--- src/pcth_pkg.sv ---
// Shared types, constants and helper functions of the tier hysteresis block.
// Depends on nothing; every module of the block uses it.
`default_nettype none

package pcth_pkg;

  localparam int CELLS     = 4096;
  localparam int MAX_TIERS = 6;

  localparam int CELL_W  = 12;
  localparam int POP_W   = 32;
  localparam int TIER_W  = 3;
  localparam int BP_W    = 14;
  localparam int GEN_W   = 32;
  localparam int THR_N   = 5;
  localparam int PROD_W  = POP_W + BP_W;
  localparam int ADDR_W  = (CELLS > 1) ? $clog2(CELLS) : 1;
  localparam int WIDE_W  = (ADDR_W > CELL_W) ? ADDR_W : CELL_W;
  localparam int STARTS  = 1 << TIER_W;

  localparam int IN_TDATA_W  = 48;
  localparam int OUT_TDATA_W = 48;

  localparam int Q_DEPTH = 4;
  localparam int Q_PTR_W = (Q_DEPTH > 1) ? $clog2(Q_DEPTH) : 1;
  localparam int Q_CNT_W = $clog2(Q_DEPTH + 1);

  localparam logic [BP_W-1:0]   BP_SCALE = BP_W'(10000);
  localparam logic [31:0]       CELLS_U  = 32'(CELLS);
  localparam logic [TIER_W-1:0] MAX_TIERS_T = TIER_W'(MAX_TIERS);

  typedef enum logic [2:0] {
    REG_TIER_COUNT  = 3'd0,
    REG_DOWNGRADE   = 3'd1,
    REG_NAMED_TIER  = 3'd2,
    REG_THR_ONE     = 3'd3,
    REG_THR_TWO     = 3'd4,
    REG_THR_THREE   = 3'd5,
    REG_THR_FOUR    = 3'd6,
    REG_THR_FIVE    = 3'd7
  } cfg_reg_t;

  typedef enum logic {
    CMD_INIT   = 1'b0,
    CMD_UPDATE = 1'b1
  } cmd_t;

  typedef struct packed {
    logic [TIER_W-1:0]              tier_count;
    logic [BP_W-1:0]                downgrade_bp;
    logic [TIER_W-1:0]              named_tier;
    logic [THR_N:1][POP_W-1:0]      thr;
  } cfg_t;

  // Resulting tier for every possible starting tier.
  typedef logic [STARTS-1:0][TIER_W-1:0] tier_vec_t;

  typedef struct packed {
    cmd_t              cmd;
    logic [CELL_W-1:0] cell_idx;
    logic              forced;
    tier_vec_t         res;
  } q_entry_t;

  typedef struct packed {
    logic [GEN_W-1:0]  gen;
    logic [TIER_W-1:0] tier;
  } rec_t;

  localparam cfg_t CFG_RESET = '{
    tier_count:   TIER_W'(6),
    downgrade_bp: BP_W'(8000),
    named_tier:   TIER_W'(1),
    thr:          {POP_W'(1000000), POP_W'(100000), POP_W'(10000),
                   POP_W'(1000), POP_W'(100)}
  };

  function automatic logic [ADDR_W-1:0] cell_addr(input logic [CELL_W-1:0] idx);
    logic [WIDE_W-1:0] wide;
    wide = WIDE_W'(idx);
    return wide[ADDR_W-1:0];
  endfunction

  function automatic logic cell_in_range(input logic [CELL_W-1:0] idx);
    return 32'(idx) < CELLS_U;
  endfunction

  // ge[i]: population reaches threshold i. keep[i]: population is not below
  // the demotion level of tier i. Bit 0 of both is unused and held high.
  function automatic tier_vec_t classify_all(input logic [TIER_W-1:0] tier_count,
                                             input logic [THR_N:0]    ge,
                                             input logic [THR_N:0]    keep);
    logic [TIER_W-1:0] n;
    logic [TIER_W-1:0] t;
    logic [TIER_W-1:0] tp1;
    logic [TIER_W-1:0] st;
    tier_vec_t         res;
    n = (tier_count > MAX_TIERS_T) ? MAX_TIERS_T : tier_count;
    for (int s = 0; s < STARTS; s++) begin
      st = TIER_W'(s);
      if (n == '0) begin
        t = '0;
      end else begin
        t = (st < n - TIER_W'(1)) ? st : n - TIER_W'(1);
        for (int k = 0; k < THR_N; k++) begin
          tp1 = t + TIER_W'(1);
          if (tp1 < n && ge[tp1]) t = tp1;
        end
        for (int k = 0; k < THR_N; k++) begin
          if (t != '0 && !keep[t]) t = t - TIER_W'(1);
        end
      end
      res[s] = t;
    end
    return res;
  endfunction

endpackage

`default_nettype wire

--- src/pcth_queue.sv ---
// Short request queue between the classifying front end and the store back end.
// Depends on pcth_pkg for the entry type and depth.
`default_nettype none

module pcth_queue (
  input  wire                 clk,
  input  wire                 rst,
  input  wire                 push,
  input  pcth_pkg::q_entry_t  push_data,
  output logic                push_ready,
  output logic                head_valid,
  output pcth_pkg::q_entry_t  head_data,
  input  wire                 pop
);
  import pcth_pkg::*;

  q_entry_t            slots [Q_DEPTH];
  logic [Q_PTR_W-1:0]  wr_ptr;
  logic [Q_PTR_W-1:0]  rd_ptr;
  logic [Q_CNT_W-1:0]  count;
  logic                do_push;
  logic                do_pop;

  assign push_ready = count != Q_CNT_W'(Q_DEPTH);
  assign head_valid = count != '0;
  assign head_data  = slots[rd_ptr];
  assign do_push    = push && push_ready;
  assign do_pop     = pop && head_valid;

  always_ff @(posedge clk) begin
    if (rst) begin
      wr_ptr <= '0;
      rd_ptr <= '0;
      count  <= '0;
    end else begin
      if (do_push) begin
        wr_ptr <= (wr_ptr == Q_PTR_W'(Q_DEPTH - 1)) ? '0 : wr_ptr + Q_PTR_W'(1);
      end
      if (do_pop) begin
        rd_ptr <= (rd_ptr == Q_PTR_W'(Q_DEPTH - 1)) ? '0 : rd_ptr + Q_PTR_W'(1);
      end
      if (do_push && !do_pop) begin
        count <= count + Q_CNT_W'(1);
      end else if (do_pop && !do_push) begin
        count <= count - Q_CNT_W'(1);
      end
    end
  end

  always_ff @(posedge clk) begin
    if (do_push) slots[wr_ptr] <= push_data;
  end

endmodule

`default_nettype wire

--- config.mk ---
export PLATFORM = sky130hd
export DESIGN_NAME = pcth_queue
export DESIGN_NICKNAME = d
export VERILOG_FILES = /design/src/pcth_pkg.sv /design/src/pcth_queue.sv
export SDC_FILE = /design/constraint.sdc
export NUM_CORES = 1
export LEC_CHECK = 0
export ABC_AREA = 1
export BUFFER_PORTS_ARGS = -buffer_cell sky130_fd_sc_hd__buf_2
export CORE_UTILIZATION = 60
export DETAILED_ROUTE_END_ITERATION = 8
export PLACE_DENSITY = 0.83
export REMOVE_ABC_BUFFERS = 1
export SYNTH_ARGS = -nofsm -noshare
export SYNTH_HDL_FRONTEND = slang
export SYNTH_SLANG_ARGS = --single-unit
--- constraint.sdc ---
create_clock -name clk -period 4.7 [get_ports clk]
set_input_delay 0.705 -clock clk [delete_from_list [all_inputs] [get_ports clk]]
set_output_delay 0.705 -clock clk [all_outputs]
set_load 0.01 [all_outputs]
# Word level (Yosys, flattened, before mapping)
# Memory sizes are Yosys's and may differ from the RTL's. A register that Yosys moved wholly into a read port is not among the register bits.
# Cells that the tools add are included.
[classes] addsub=4 eq_ne=3 muxes=8 reduce_logical=8
[op_table] cell="2-bit two-way mux" count=4
[op_table] cell="3-bit two-way mux" count=2
[op_table] cell="2-bit by 1-bit adder with 2-bit output (second input constant)" count=2
[op_table] cell="2-bit equality test (second input constant)" count=2
[op_table] cell="1-bit logical AND" count=4
[op_table] cell="3-bit by 1-bit adder with 3-bit output (second input constant)" count=1
[op_table] cell="3-bit inequality test (second input constant)" count=1
[op_table] cell="3-bit nonzero test" count=1
[op_table] cell="3-bit by 1-bit subtractor with 3-bit output (second input constant)" count=1
[op_table] cell="1-bit zero test" count=2
[op_table] cell="1-bit two-way mux" count=2
[op_table] cell="2-bit nonzero test" count=1
[totals] ff_bits=7 mem_bits_rw=152 output_inout_bits=40 n_memories=1
[memory_table] memory="slots" depth=4 width=38 rd=1 rd_ports_with_merged_regs=1 write_ports=1 line="pcth_queue.sv:17" source="q_entry_t slots [Q_DEPTH];"

# Logic depth before layout (Yosys ltp)
# Gate-level depths: netlist of run 1.
[depth] ltp_word=6 mapped_depth=13 depth_no_buf=13

# Least setup slack after synthesis of run 1
# OpenSTA, ideal clock, no wires.
[synth_path] path_kind="input to register" startpoint="input push" endpoint="memory slots[0][0] (netlist bit) (enable)" setup_time_ns=0.433 arrival_time_ns=2.426 required_time_ns=4.267 path_slack_ns=1.841 stages=2 path_buffers=0 cell_sequence="nand2_1 > nor2_1"
[synth_between] elab_chain_cells=3
[synth_lines] element="start, declared" line="pcth_queue.sv:8" source="input wire push,"
[synth_lines] element="1-bit logical AND" line="pcth_queue.sv:27" source="assign do_push = push && push_ready;"
[synth_lines] element="1-bit two-way mux" line="pcth_queue.sv:51" source="if (do_push) slots[wr_ptr] <= push_data;"
[synth_lines] element="1-bit two-way mux (implied by the code)" line="pcth_queue.sv:51"
[synth_lines] element="end, declared" line="pcth_queue.sv:17"
# No other way between the ends.

==> summary.md, run 1 <==
| Metric | Value |
|---|---|
| DRC violations left | `0` |
| Combinational share of power | `26.5%` |
| Worst-Margin Slew | `1.24 ns` |
| Die area | `0.0106 sq mm` |
| Synth area leaders | `edfxtp_1 (74%), o21ai_0 (5.6%), nor2_1 (5.6%)` |
| Final period utilization | `67.4%` |
| DR iter-0 viols | `304` |
| Hold_sp | `rst` |
| Hold Crit Class | `in -> reg` |
| Routability Congestion | `0.761` |
| Port-buffer cells | `81` |
| #FFs+latches synth | `161` |
| Fin. Hold Viols | `0` |
| Yosys warnings | `0` |
| Worst Path Required | `3.99 ns` |
| Detail Placement HPWL | `6610 um` |
| Largest stage delay, worst path | `0.88 ns` |
| Vias in the first global route | `3764` |
| Synth top area share | `74.4%` |
| Switching power total | `1.36 mW` |
| Via density | `5.74` |
| Hold EP | `count[0]` |
| Total Power | `4.24 mW` |
| GRT Util Overall | `23.8%` |
| Finish-stage setup viols | `0` |
| Clk Latency, worst-skew pair | `0.52 ns` |
| Min cycle time layout | `3.17 ns` |
| Cell family with most CP delay | `buffers and inverters` |
| Fill cells | `608` |
| Clock sinks | `161` |
| Row count | `36` |
| Internal power | `2.88 mW` |
| Unique cell type count in the Yosys netlist | `21` |
| Area growth syn-to-layout | `17.3%` |
| Critical path, cell by cell | `inv_2 > o21ai_0 > o22ai_1 > buf_2` |
| Num CTS Buffers | `17` |
| Cells after Synth | `437` |
| WL final | `12200 um` |
| Clock transition at the registers of the reported paths | `0.06 ns` |
| VDD IR max | `0.000419 V` |
| Hold_ws | `0.354 ns` |
| Post-synth EDFFs | `152` |
| Pleak | `2.58 nW` |
| Max Cap Violations | `0` |
| GR Overflow Total | `0` |
| Antenna violations before repair | `0` |
| FF-to-FF path depth | `5` |
| Cell Count, Final, Fillers Out | `666` |
| Clock root cell | `clkbuf_8` |
| Skew final | `0.00672 ns` |
| Slew headroom | `17.3%` |
| Fmax | `316 MHz` |
| Sequential share of power | `42.5%` |
| H-tree levels | `4` |
| Ys async rst share | `0%` |
| Nets | `568` |
| Critical Path Source Type | `register` |
| Num ports | `82` |
| DR vias | `3822` |
| Reg2Reg Capture Point | `slots[3][22]` |
| Critical Path Slowest Stage Cell | `inv_2` |
| Crit path kind | `reg -> out` |
| Placed instance count | `633` |
| Post-synth top area cell | `edfxtp_1` |
| Core Region | `0.00986 sq mm` |
| Pins Over Slew Limit | `0` |
| Most common cell in the netlist | `edfxtp_1` |
| TritonCTS clock tree | `built` |
| First-pass DRT Iterations | `4` |
| Hold depth | `2` |
| Outcome | `finished clean` |
| R2r startpoint | `count[0]` |
| RSZ-0062 raised after global routing | `false` |
| CTS hold repair buffers | `0` |
| Highest net fanout along the worst path | `76` |
| Seq/Total Area, Yosys | `77.3%` |
| Final ANT Viol Nets | `0` |
| CP Data Arrival Time | `2.46 ns` |
| Clock Power Share | `31.1%` |
| Synth cell count leaders | `edfxtp_1 (152), nor2_1 (91), o21ai_0 (69)` |
| Pwr dens | `590 mW/mm^2` |
| Critical Path Sink Type | `primary output` |
| Die H | `103 um` |
| Ys flop type | `edfxtp_1` |
| Cts repair resizes | `0` |
| Pre-CTS WS | `2.20 ns` |
| Setup TNS Final | `0 ns` |
| Largest net degree at the start of global routing | `77` |
| Buf/Inv on CP | `2` |
| Clock buffer depth | `2` |
| Syn Std Cell Area | `0.00614 sq mm` |
| First-pass GRT wire length | `18100 um` |
| PnR worst setup slack | `1.53 ns` |
| Starting Density | `62.2%` |
| Die X | `103 um` |
| FF-to-FF setup slack | `2.48 ns` |
| Net Sw Frac | `32.1%` |
| WL/cell | `18.3 um` |
| Avg Inst Size Synth | `14.0 sq um` |
| Setup Fix Bufs, Post-CTS | `0` |
| Share of layout cells above drive strength 1 | `23.5%` |
==> area by class of cell <==
class / instances / area, sq um / area share, %
diodes: 1 / 2.50 / 0.0348
clock buffers: 17 / 414 / 5.76
clock inverters: 15 / 158 / 2.19
inverters: 16 / 60.1 / 0.835
multi-input cells: 236 / 1200 / 16.6
flip-flops and latches: 161 / 4750 / 66.0
well taps: 133 / 166 / 2.31
repair buffers: 87 / 450 / 6.26
==> routing by layer <==
layer,global-route usage [%],share of wire [%],vias up
met5,0,0,-
met4,11.8,1.3,0
met3,7.19,8.8,18
met2,39.5,51,184
met1,28.5,39,1842
li1,-,-,1778
==> cell families after synthesis <==
logic type	synth area share (%)
buffers and inverters	3.65
adder cells (fa/ha/maj)	1.55
XOR/XNOR	0.143
AO/OA/AOI/OAI	10.4
AND/OR/NAND/NOR	6.93
flip-flops	77.3
==> power by group through the flow <==
stage	sequential (mW)	combinational [mW]	clock (mW)
2_1_floorplan	1.88	0.596	0
3_3_place_gp	1.82	1.07	0
3_5_place_dp	1.83	1.11	0
4_1_cts	1.80	1.12	1.33
5_1_grt	1.82	1.25	1.37
6_report	1.80	1.12	1.32
==> through the flow <==
| step | utilization, % | area, sq um |
|---|---|---|
| after floorplan | - | 5970 |
| after global placement | 67.1 | 6620 |
| after detailed placement | 67.1 | 6620 |
| after CTS | 72.9 | 7190 |
| after global routing | 72.9 | 7190 |
| final | 72.9 | 7190 |
==> layout by cell type, fill, tap and decap left out, drive strengths merged <==
| cell | instances |
|---|---|
| o22ai | 38 |
| clkbuf | 17 |
| bufinv | 2 |
| clkinv | 2 |
| nand4 | 1 |
| clkinvlp | 6 |
| nand3 | 2 |
| dfxtp | 9 |
| ha | 6 |
| diode | 1 |
| edfxtp | 152 |
| nand3b | 2 |
| nor2 | 91 |
| a21oi | 3 |
| xor2 | 1 |
| nand2 | 14 |
| o21ai | 77 |
| inv | 21 |
| buf | 87 |
| fa | 1 |
==> sequential cells by signal, summed over array words and instances (netlist names), named ones only <==
register and cells:
count 3, rd_ptr 2, slots 152, wr_ptr 2
==> worst max path at each step <==
stage | endpoint | from | depth (start not counted)
2_1_floorplan | head_data[0] | register | 3
3_3_place_gp | head_data[28] | register | 4
3_5_place_dp | head_data[7] | register | 4
4_1_cts | head_data[37] | register | 4
5_1_grt | head_data[37] | register | 4
6_report | head_data[37] | register | 4
(Power assumes the default switching activity.)
==> run 2, diff against run 1 <==
--- a/config.mk
+++ b/config.mk
@@ -7,9 +7,9 @@
 export LEC_CHECK = 0
 export ABC_AREA = 1
 export BUFFER_PORTS_ARGS = -buffer_cell sky130_fd_sc_hd__buf_2
-export CORE_UTILIZATION = 60
+export CORE_UTILIZATION = 57
 export DETAILED_ROUTE_END_ITERATION = 8
-export PLACE_DENSITY = 0.83
+export PLACE_DENSITY = 0.79
 export REMOVE_ABC_BUFFERS = 1
 export SYNTH_ARGS = -nofsm -noshare
 export SYNTH_HDL_FRONTEND = slang
==> constraint.sdc (replaced) <==
create_clock -name clk -period 3.2 [get_ports clk]
set_input_delay 0.48 -clock clk [delete_from_list [all_inputs] [get_ports clk]]
set_output_delay 0.48 -clock clk [all_outputs]
set_load 0.01 [all_outputs]
==> run 2 against run 1 <==
Clock power grew 34%; clock skew shrank 0.00054 ns; critical endpoint is now head_data[36]; worst setup slack lost 1.0 ns; final cell count grew 1.1%; sequential share of layout area grew 0.10 points.
==> summary.md, run 2 (synthesis results as in run 1) <==
| Metric | Value |
|---|---|
| Worst-Margin Slew | `0.743 ns (was 1.24 ns)` |
| Critical Path Source Type | `register (unchanged)` |
| Detail Placement HPWL | `6880 um (was 6610 um)` |
| Highest net fanout along the worst path | `41 (was 76)` |
| Most frequent cells in the layout | `edfxtp_1 (152), nor2_1 (87), buf_2 (81) (unchanged)` |
| Worst Path Required | `2.72 ns (was 3.99 ns)` |
| Fill cells | `710 (was 608)` |
| DR iter-0 viols | `307 (was 304)` |
| RSZ-0062 raised after global routing | `false (unchanged)` |
| Largest net degree at the start of global routing | `77 (unchanged)` |
| Crit path kind | `reg -> out (unchanged)` |
| Min cycle time layout | `2.71 ns` |
| First-pass GRT wire length | `18600 um (was 18100 um)` |
| Final ANT Viol Nets | `0 (unchanged)` |
| GR Overflow Total | `0 (unchanged)` |
| Clk Latency, worst-skew pair | `0.53 ns (was 0.52 ns)` |
| WL/cell | `18.1 um (was 18.3 um)` |
| Starting Density | `59.2% (was 62.2%)` |
| Biggest register | `slots (unchanged)` |
| Critical Path Sink Type | `primary output (unchanged)` |
| Reg2Reg Capture Point | `count[1] (was slots[3][22])` |
| GRT Util Overall | `22.8% (was 23.8%)` |
| CTS hold repair buffers | `0 (unchanged)` |
| Share of layout cells above drive strength 1 | `24.1% (was 23.5%)` |
| Die H | `106 um (was 103 um)` |
| Antenna violations before repair | `0 (unchanged)` |
| WL final | `12200 um (about the same)` |
| Via density | `5.64 (was 5.74)` |
| Nets | `572 (was 568)` |
| TritonCTS clock tree | `built (unchanged)` |
| Core Util, Final | `69.3% (was 72.9%)` |
| Placed instance count | `640 (was 633)` |
| Hold depth | `2 (unchanged)` |
| Final period utilization | `84.8%` |
| DR vias | `3798 (was 3822)` |
| Pins Over Slew Limit | `0 (unchanged)` |
| Clock transition at the registers of the reported paths | `0.07 ns (was 0.06 ns)` |
| H-tree levels | `4 (unchanged)` |
| Die X | `106 um (was 103 um)` |
| Area of the multi-input gates | `0.00120 sq mm (unchanged)` |
| Max reg flops | `152 (unchanged)` |
| Clock buffer depth | `2 (unchanged)` |
| Area growth syn-to-layout | `17.1% (was 17.3%)` |
| Setup Fix Bufs, Post-CTS | `0 (unchanged)` |
| Skew final | `0.00619 ns (was 0.00672 ns)` |
| Port-buffer cells | `81 (unchanged)` |
| Cell Count, Final, Fillers Out | `673 (was 666)` |
| VDD IR max | `0.000541 V (was 0.000419 V)` |
| R2r startpoint | `count[1] (was count[0])` |
| DRC violations left | `0 (unchanged)` |
| Pleak | `2.59 nW (was 2.58 nW)` |
| Cts repair resizes | `0 (unchanged)` |
| PnR worst setup slack | `0.486 ns (was 1.53 ns)` |
| FF-to-FF setup slack | `1.08 ns (was 2.48 ns)` |
| Finish-stage setup viols | `0 (unchanged)` |
| Hold_sp | `rst (unchanged)` |
| Hold EP | `count[0] (unchanged)` |
| Register Area | `0.00475 sq mm (unchanged)` |
| Fmax | `368 MHz` |
| Outcome | `finished clean (unchanged)` |
| First-pass DRT Iterations | `4 (unchanged)` |
| CP Data Arrival Time | `2.23 ns (was 2.46 ns)` |
| Clock root cell | `clkbuf_8 (unchanged)` |
| Slew headroom | `50.5% (was 17.3%)` |
| Setup TNS Final | `0 ns (unchanged)` |
| Core Region | `0.0104 sq mm (was 0.00986 sq mm)` |
| Num CTS Buffers | `17 (unchanged)` |
| Num ports | `82 (unchanged)` |
| Fin. Hold Viols | `0 (unchanged)` |
| Biggest regs | `slots (152), count (3) (unchanged)` |
| FF-to-FF path depth | `9 (was 5)` |
| Die area | `0.0112 sq mm (was 0.0106 sq mm)` |
| Pre-CTS WS | `1.09 ns (was 2.20 ns)` |
| Pwr dens | `847 mW/mm^2 (was 590 mW/mm^2)` |
| Total Power | `6.08 mW (was 4.24 mW)` |
| Commonest non-fill, non-tap cell in the layout | `edfxtp_1 (unchanged)` |
| Routability Congestion | `0.779 (was 0.761)` |
| Hold Crit Class | `in -> reg (unchanged)` |
| Row count | `37 (was 36)` |
| Max Cap Violations | `0 (unchanged)` |
| Vias in the first global route | `3653 (was 3764)` |
| Clock sinks | `161 (unchanged)` |
run 2: changes by cell type in the layout (fill, tap and decap cells not counted), sizes merged:
cell	change
clkinvlp	-2
buf	+4
clkinv	+5
inv	-1
bufinv	-2
run 2: how the worst max path moves through the flow:
stage / start / endpoint / slack (ns)
2_1_floorplan: register / head_data[0] / 0.17
3_3_place_gp: count[1] / count[1] / 1.14
3_5_place_dp: register / head_data[8] / 1.09
4_1_cts: register / head_data[36] / 0.47
5_1_grt: register / head_data[36] / 0.35
6_report: register / head_data[36] / 0.49
run 2: cell type report:
type                       count  share of cell area [%]
multi-input combinational    236                    16.7
clock inverter                15                    1.57
clock buffer                  17                    5.77
timing repair buffer          91                    6.69
antenna                        1                  0.0348
inverter                      16                   0.836
sequential                   161                    66.1
tap                          136                    2.37
run 2: critical path, stage by stage, from the launching register on:
cell	delay (ns)
dfxtp_2	0.32
inv_2	0.46
buf_4	0.35
o21ai_0	0.13
o22ai_1	0.25
buf_2	0.19
run 2: power breakdown:
group	internal, mW	switching (mW)	leakage, nW
logic	0.553	1.11	0.872
registers	2.57	0.0725	1.47
clock network	0.959	0.813	0.250
run 2: per-stage QoR:
step	hold slack, ns	cell area (sq um)
global route	0.0964	7180
floorplan	0.483	5970
finish	0.118	7180
detailed placement	0.519	6650
CTS	0.0995	7180
global placement	0.513	6650
run 2: layer usage:
layer	vias to the layer above	share of wire [%]	track usage [%]
met5	-	0	0
met4	0	1.2	7.74
met3	12	7.5	7.54
met2	155	51	38.1
met1	1846	41	28.0
li1	1785	-	-
==> run 3, diff against run 2 <==
--- a/config.mk
+++ b/config.mk
@@ -5,11 +5,11 @@
 export SDC_FILE = /design/constraint.sdc
 export NUM_CORES = 1
 export LEC_CHECK = 0
-export ABC_AREA = 1
+export ABC_AREA = 0
 export BUFFER_PORTS_ARGS = -buffer_cell sky130_fd_sc_hd__buf_2
-export CORE_UTILIZATION = 57
+export CORE_UTILIZATION = 56
 export DETAILED_ROUTE_END_ITERATION = 8
-export PLACE_DENSITY = 0.79
+export PLACE_DENSITY = 0.78
 export REMOVE_ABC_BUFFERS = 1
 export SYNTH_ARGS = -nofsm -noshare
 export SYNTH_HDL_FRONTEND = slang
==> constraint.sdc (replaced) <==
create_clock -name clk -period 2.8 [get_ports clk]
set_input_delay 0.42 -clock clk [delete_from_list [all_inputs] [get_ports clk]]
set_output_delay 0.42 -clock clk [all_outputs]
set_load 0.01 [all_outputs]
==> run 3 against run 2 <==
Final cell count fell by 27%; critical path type unchanged; non-clock buffer count fell by 4; synthesized area fell by 3.0%; combinational power fell by 23%.
==> summary.md, run 3 <==
| Metric | Value |
|---|---|
| Outcome | `finished clean (unchanged)` |
| Hold_sp | `push_data[13] (was rst)` |
| DR iter-0 viols | `145 (was 307)` |
| Clock root cell | `clkbuf_8 (unchanged)` |
| Biggest regs | `slots (152), count (3) (unchanged)` |
| Critical Path Source Type | `register (unchanged)` |
| Critical Path Slowest Stage Cell | `dfxtp_2 (was inv_2)` |
| Row count | `37 (unchanged)` |
| FF-to-FF setup slack | `0.42 ns (was 1.08 ns)` |
| Compound-cell area share of the yosys netlist | `0.589% (was 10.4%)` |
| Biggest register | `slots (unchanged)` |
| Setup Fix Bufs, Post-CTS | `0 (unchanged)` |
| First-pass GRT wire length | `15500 um (was 18600 um)` |
| Max reg flops | `152 (unchanged)` |
| Unique cell type count in the Yosys netlist | `26 (was 21)` |
| Avg Inst Size Synth | `24.2 sq um (was 14.0 sq um)` |
| Cell family with most CP delay | `flip-flops (was buffers and inverters)` |
| Clock sinks | `161 (unchanged)` |
| Num CTS Buffers | `17 (unchanged)` |
| TritonCTS clock tree | `built (unchanged)` |
| Port-buffer cells | `81 (unchanged)` |
| Critical path, cell by cell | `buf_4 > mux4_2 > buf_2 (was inv_2 > buf_4 > o21ai_0 > o22ai_1 > buf_2)` |
| Final period utilization | `92.2%` |
| Clock transition at the registers of the reported paths | `0.06 ns (was 0.07 ns)` |
| Post-Synth Simple-Gate Area | `1.79% (was 6.93%)` |
| Synth cell count leaders | `edfxtp_1 (152), mux4_2 (38), dfxtp_1 (9) (was edfxtp_1 (152), nor2_1 (91), o21ai_0 (69))` |
| WL/cell | `20.7 um (was 18.1 um)` |
| Routability Congestion | `0.716 (was 0.779)` |
| Grt met3 use | `6.11% (was 7.54%)` |
| Final Instance Area | `0.00713 sq mm (was 0.00718 sq mm)` |
| Largest stage delay, worst path | `0.58 ns (was 0.46 ns)` |
| CP Data Arrival Time | `2.16 ns (was 2.23 ns)` |
| Clk Latency, worst-skew pair | `0.51 ns (was 0.53 ns)` |
| H-tree levels | `4 (unchanged)` |
| Mux cell area share after synthesis | `14.9% (was 0%)` |
| GR Overflow Total | `0 (unchanged)` |
| WL final | `10200 um (was 12200 um)` |
| Ant diodes | `0 (was 1)` |
| Num ports | `82 (unchanged)` |
| Finish-stage setup viols | `0 (unchanged)` |
| DR vias | `2806 (was 3798)` |
| First-pass DRT Iterations | `4 (unchanged)` |
| Synth area leaders | `edfxtp_1 (77%), mux4_2 (14%), dfxtp_1 (3.0%) (was edfxtp_1 (74%), o21ai_0 (5.6%), nor2_1 (5.6%))` |
| Pleak | `2.45 nW (was 2.59 nW)` |
| RSZ-0062 raised after global routing | `false (unchanged)` |
| DP Area | `0.00657 sq mm (was 0.00665 sq mm)` |
| DRC violations left | `0 (unchanged)` |
| Fmax | `387 MHz` |
| Hold Crit Class | `in -> reg (unchanged)` |
| Die area | `0.0110 sq mm (was 0.0112 sq mm)` |
| Post-synth EDFFs | `152 (unchanged)` |
| #FFs+latches synth | `161 (unchanged)` |
| Highest net fanout along the worst path | `11 (was 41)` |
| Via density | `5.71 (was 5.64)` |
| Most common cell in the netlist | `edfxtp_1 (unchanged)` |
| Hold_ws | `0.116 ns (was 0.118 ns)` |
| Post-synth top area cell | `edfxtp_1 (unchanged)` |
| Setup TNS Final | `0 ns (unchanged)` |
| Vias in the first global route | `2855 (was 3653)` |
| GR Util met2 | `31.7% (was 38.1%)` |
| Area growth syn-to-layout | `19.9% (was 17.1%)` |
| Total Power | `6.50 mW (was 6.08 mW)` |
| FF-to-FF path depth | `7 (was 9)` |
| GRT Util Overall | `19.9% (was 22.8%)` |
| Hold depth | `1 (was 2)` |
| GR peak layer | `met2 (unchanged)` |
| VDD IR max | `0.000600 V (was 0.000541 V)` |
| CTS hold repair buffers | `0 (unchanged)` |
| Antenna violations before repair | `0 (unchanged)` |
| Clock buffer depth | `2 (unchanged)` |
| Buf/Inv on CP | `2 (was 3)` |
| Ys async rst share | `0% (unchanged)` |
| Detail Placement HPWL | `5780 um (was 6880 um)` |
| Critical Path Sink Type | `primary output (unchanged)` |
| Synth Area in Adders | `1.60% (was 1.55%)` |
| Largest net degree at the start of global routing | `39 (was 77)` |
| Die H | `105 um (was 106 um)` |
| Syn Std Cell Area | `0.00595 sq mm (was 0.00614 sq mm)` |
| Cts repair resizes | `0 (unchanged)` |
| Share of layout cells above drive strength 1 | `46.2% (was 24.1%)` |
| Yosys warnings | `0 (unchanged)` |
| Max Cap Violations | `0 (unchanged)` |
| Skew final | `0.00915 ns (was 0.00619 ns)` |
| Commonest non-fill, non-tap cell in the layout | `edfxtp_1 (unchanged)` |
| Core Util, Final | `69.1% (was 69.3%)` |
| GR Util met1 | `26.0% (was 28.0%)` |
| Ys flop type | `edfxtp_1 (unchanged)` |
| Starting Density | `57.6% (was 59.2%)` |
| Hold EP | `slots[0][13] (was count[0])` |
| Fin. Hold Viols | `0 (unchanged)` |
| Slew headroom | `32.5% (was 50.5%)` |
| Final ANT Viol Nets | `0 (unchanged)` |
| R2r startpoint | `count[1] (unchanged)` |
| Worst Path Required | `2.38 ns (was 2.72 ns)` |
| Cells after Synth | `246 (was 437)` |
| Largest family of logic cells by synthesized area | `multiplexers (was compound AO/OA/AOI/OAI gates)` |
| Reg2Reg Capture Point | `count[2] (was count[1])` |
| Die X | `105 um (was 106 um)` |
| Min cycle time layout | `2.58 ns` |
| Core Region | `0.0103 sq mm (was 0.0104 sq mm)` |
| Synth top area share | `76.7% (was 74.4%)` |
| Most frequent cells in the layout | `edfxtp_1 (152), buf_2 (81), mux4_2 (38) (was edfxtp_1 (152), nor2_1 (87), buf_2 (81))` |
| Nets | `391 (was 572)` |
| Pins Over Slew Limit | `0 (unchanged)` |
| Worst-Margin Slew | `1.01 ns (was 0.743 ns)` |
| Pwr dens | `912 mW/mm^2 (was 847 mW/mm^2)` |
| Seq/Total Area, Yosys | `79.7% (was 77.3%)` |
| Post-synthesis xor/xnor area fraction | `0.294% (was 0.143%)` |
| Crit path kind | `reg -> out (unchanged)` |
## run 3: layout make-up
cell class | instances | area [sq um]
multi-input combinational | 72 | 1140
fill | 639 | 3190
tap | 136 | 170
sequential | 161 | 4750
clock buffer | 20 | 425
clock inverter | 12 | 136
timing repair buffer | 87 | 500
inverter | 3 | 11.3
## run 3: cell families (layout without fill, tap and decap cells)
kind of cell / Yosys count / count (layout)
XOR/XNOR: 2 / 2
AND/OR/NAND/NOR: 17 / 17
flip-flops: 161 / 161
buffers and inverters: 13 / 122
AO/OA/AOI/OAI: 5 / 5
multiplexers: 41 / 41
adder cells (fa/ha/maj): 7 / 7
## run 3: through the flow
step	setup WS, ns	cells
floorplan	0.00675	236
global placement	0.529	459
detailed placement	0.420	459
CTS	0.162	491
global route	0.0790	491
finish	0.217	491
## run 3: worst reg2reg max path: cells and delay by family (launching register included)
family / cells / cell delay, ns
buffers and inverters: 1 / 0.06
and+or+nand+nor: 1 / 0.40
AOI/OAI and AO/OA: 2 / 0.65
adders and majority gates: 2 / 0.67
DFF: 1 / 0.35
xor gates and xnor gates: 1 / 0.18
## run 3: routing by layer
layer / wire [um] / vias up
li1: - / 1222
met1: 4240 / 1476
met2: 5260 / 94
met3: 510 / 14
met4: 149 / 0
met5: 0 / -
## run 3: where the power goes
group	total [mW]	internal, mW	switching [mW]
registers	3.04	2.93	0.115
logic	1.29	0.634	0.661
clock network	2.17	1.27	0.893
total	6.50	4.83	1.67
## run 3: how the worst max path moves through the flow
stage                          to  startpoint  cells after the start  slack [ns]
floorplan            head_data[0]    register                      1       0.007
global placement         count[2]    count[0]                      7        0.53
detailed placement       count[2]    count[1]                      7        0.42
CTS                 head_data[34]    register                      3        0.16
global route         head_data[1]    register                      3        0.08
finish               head_data[1]    register                      3        0.22
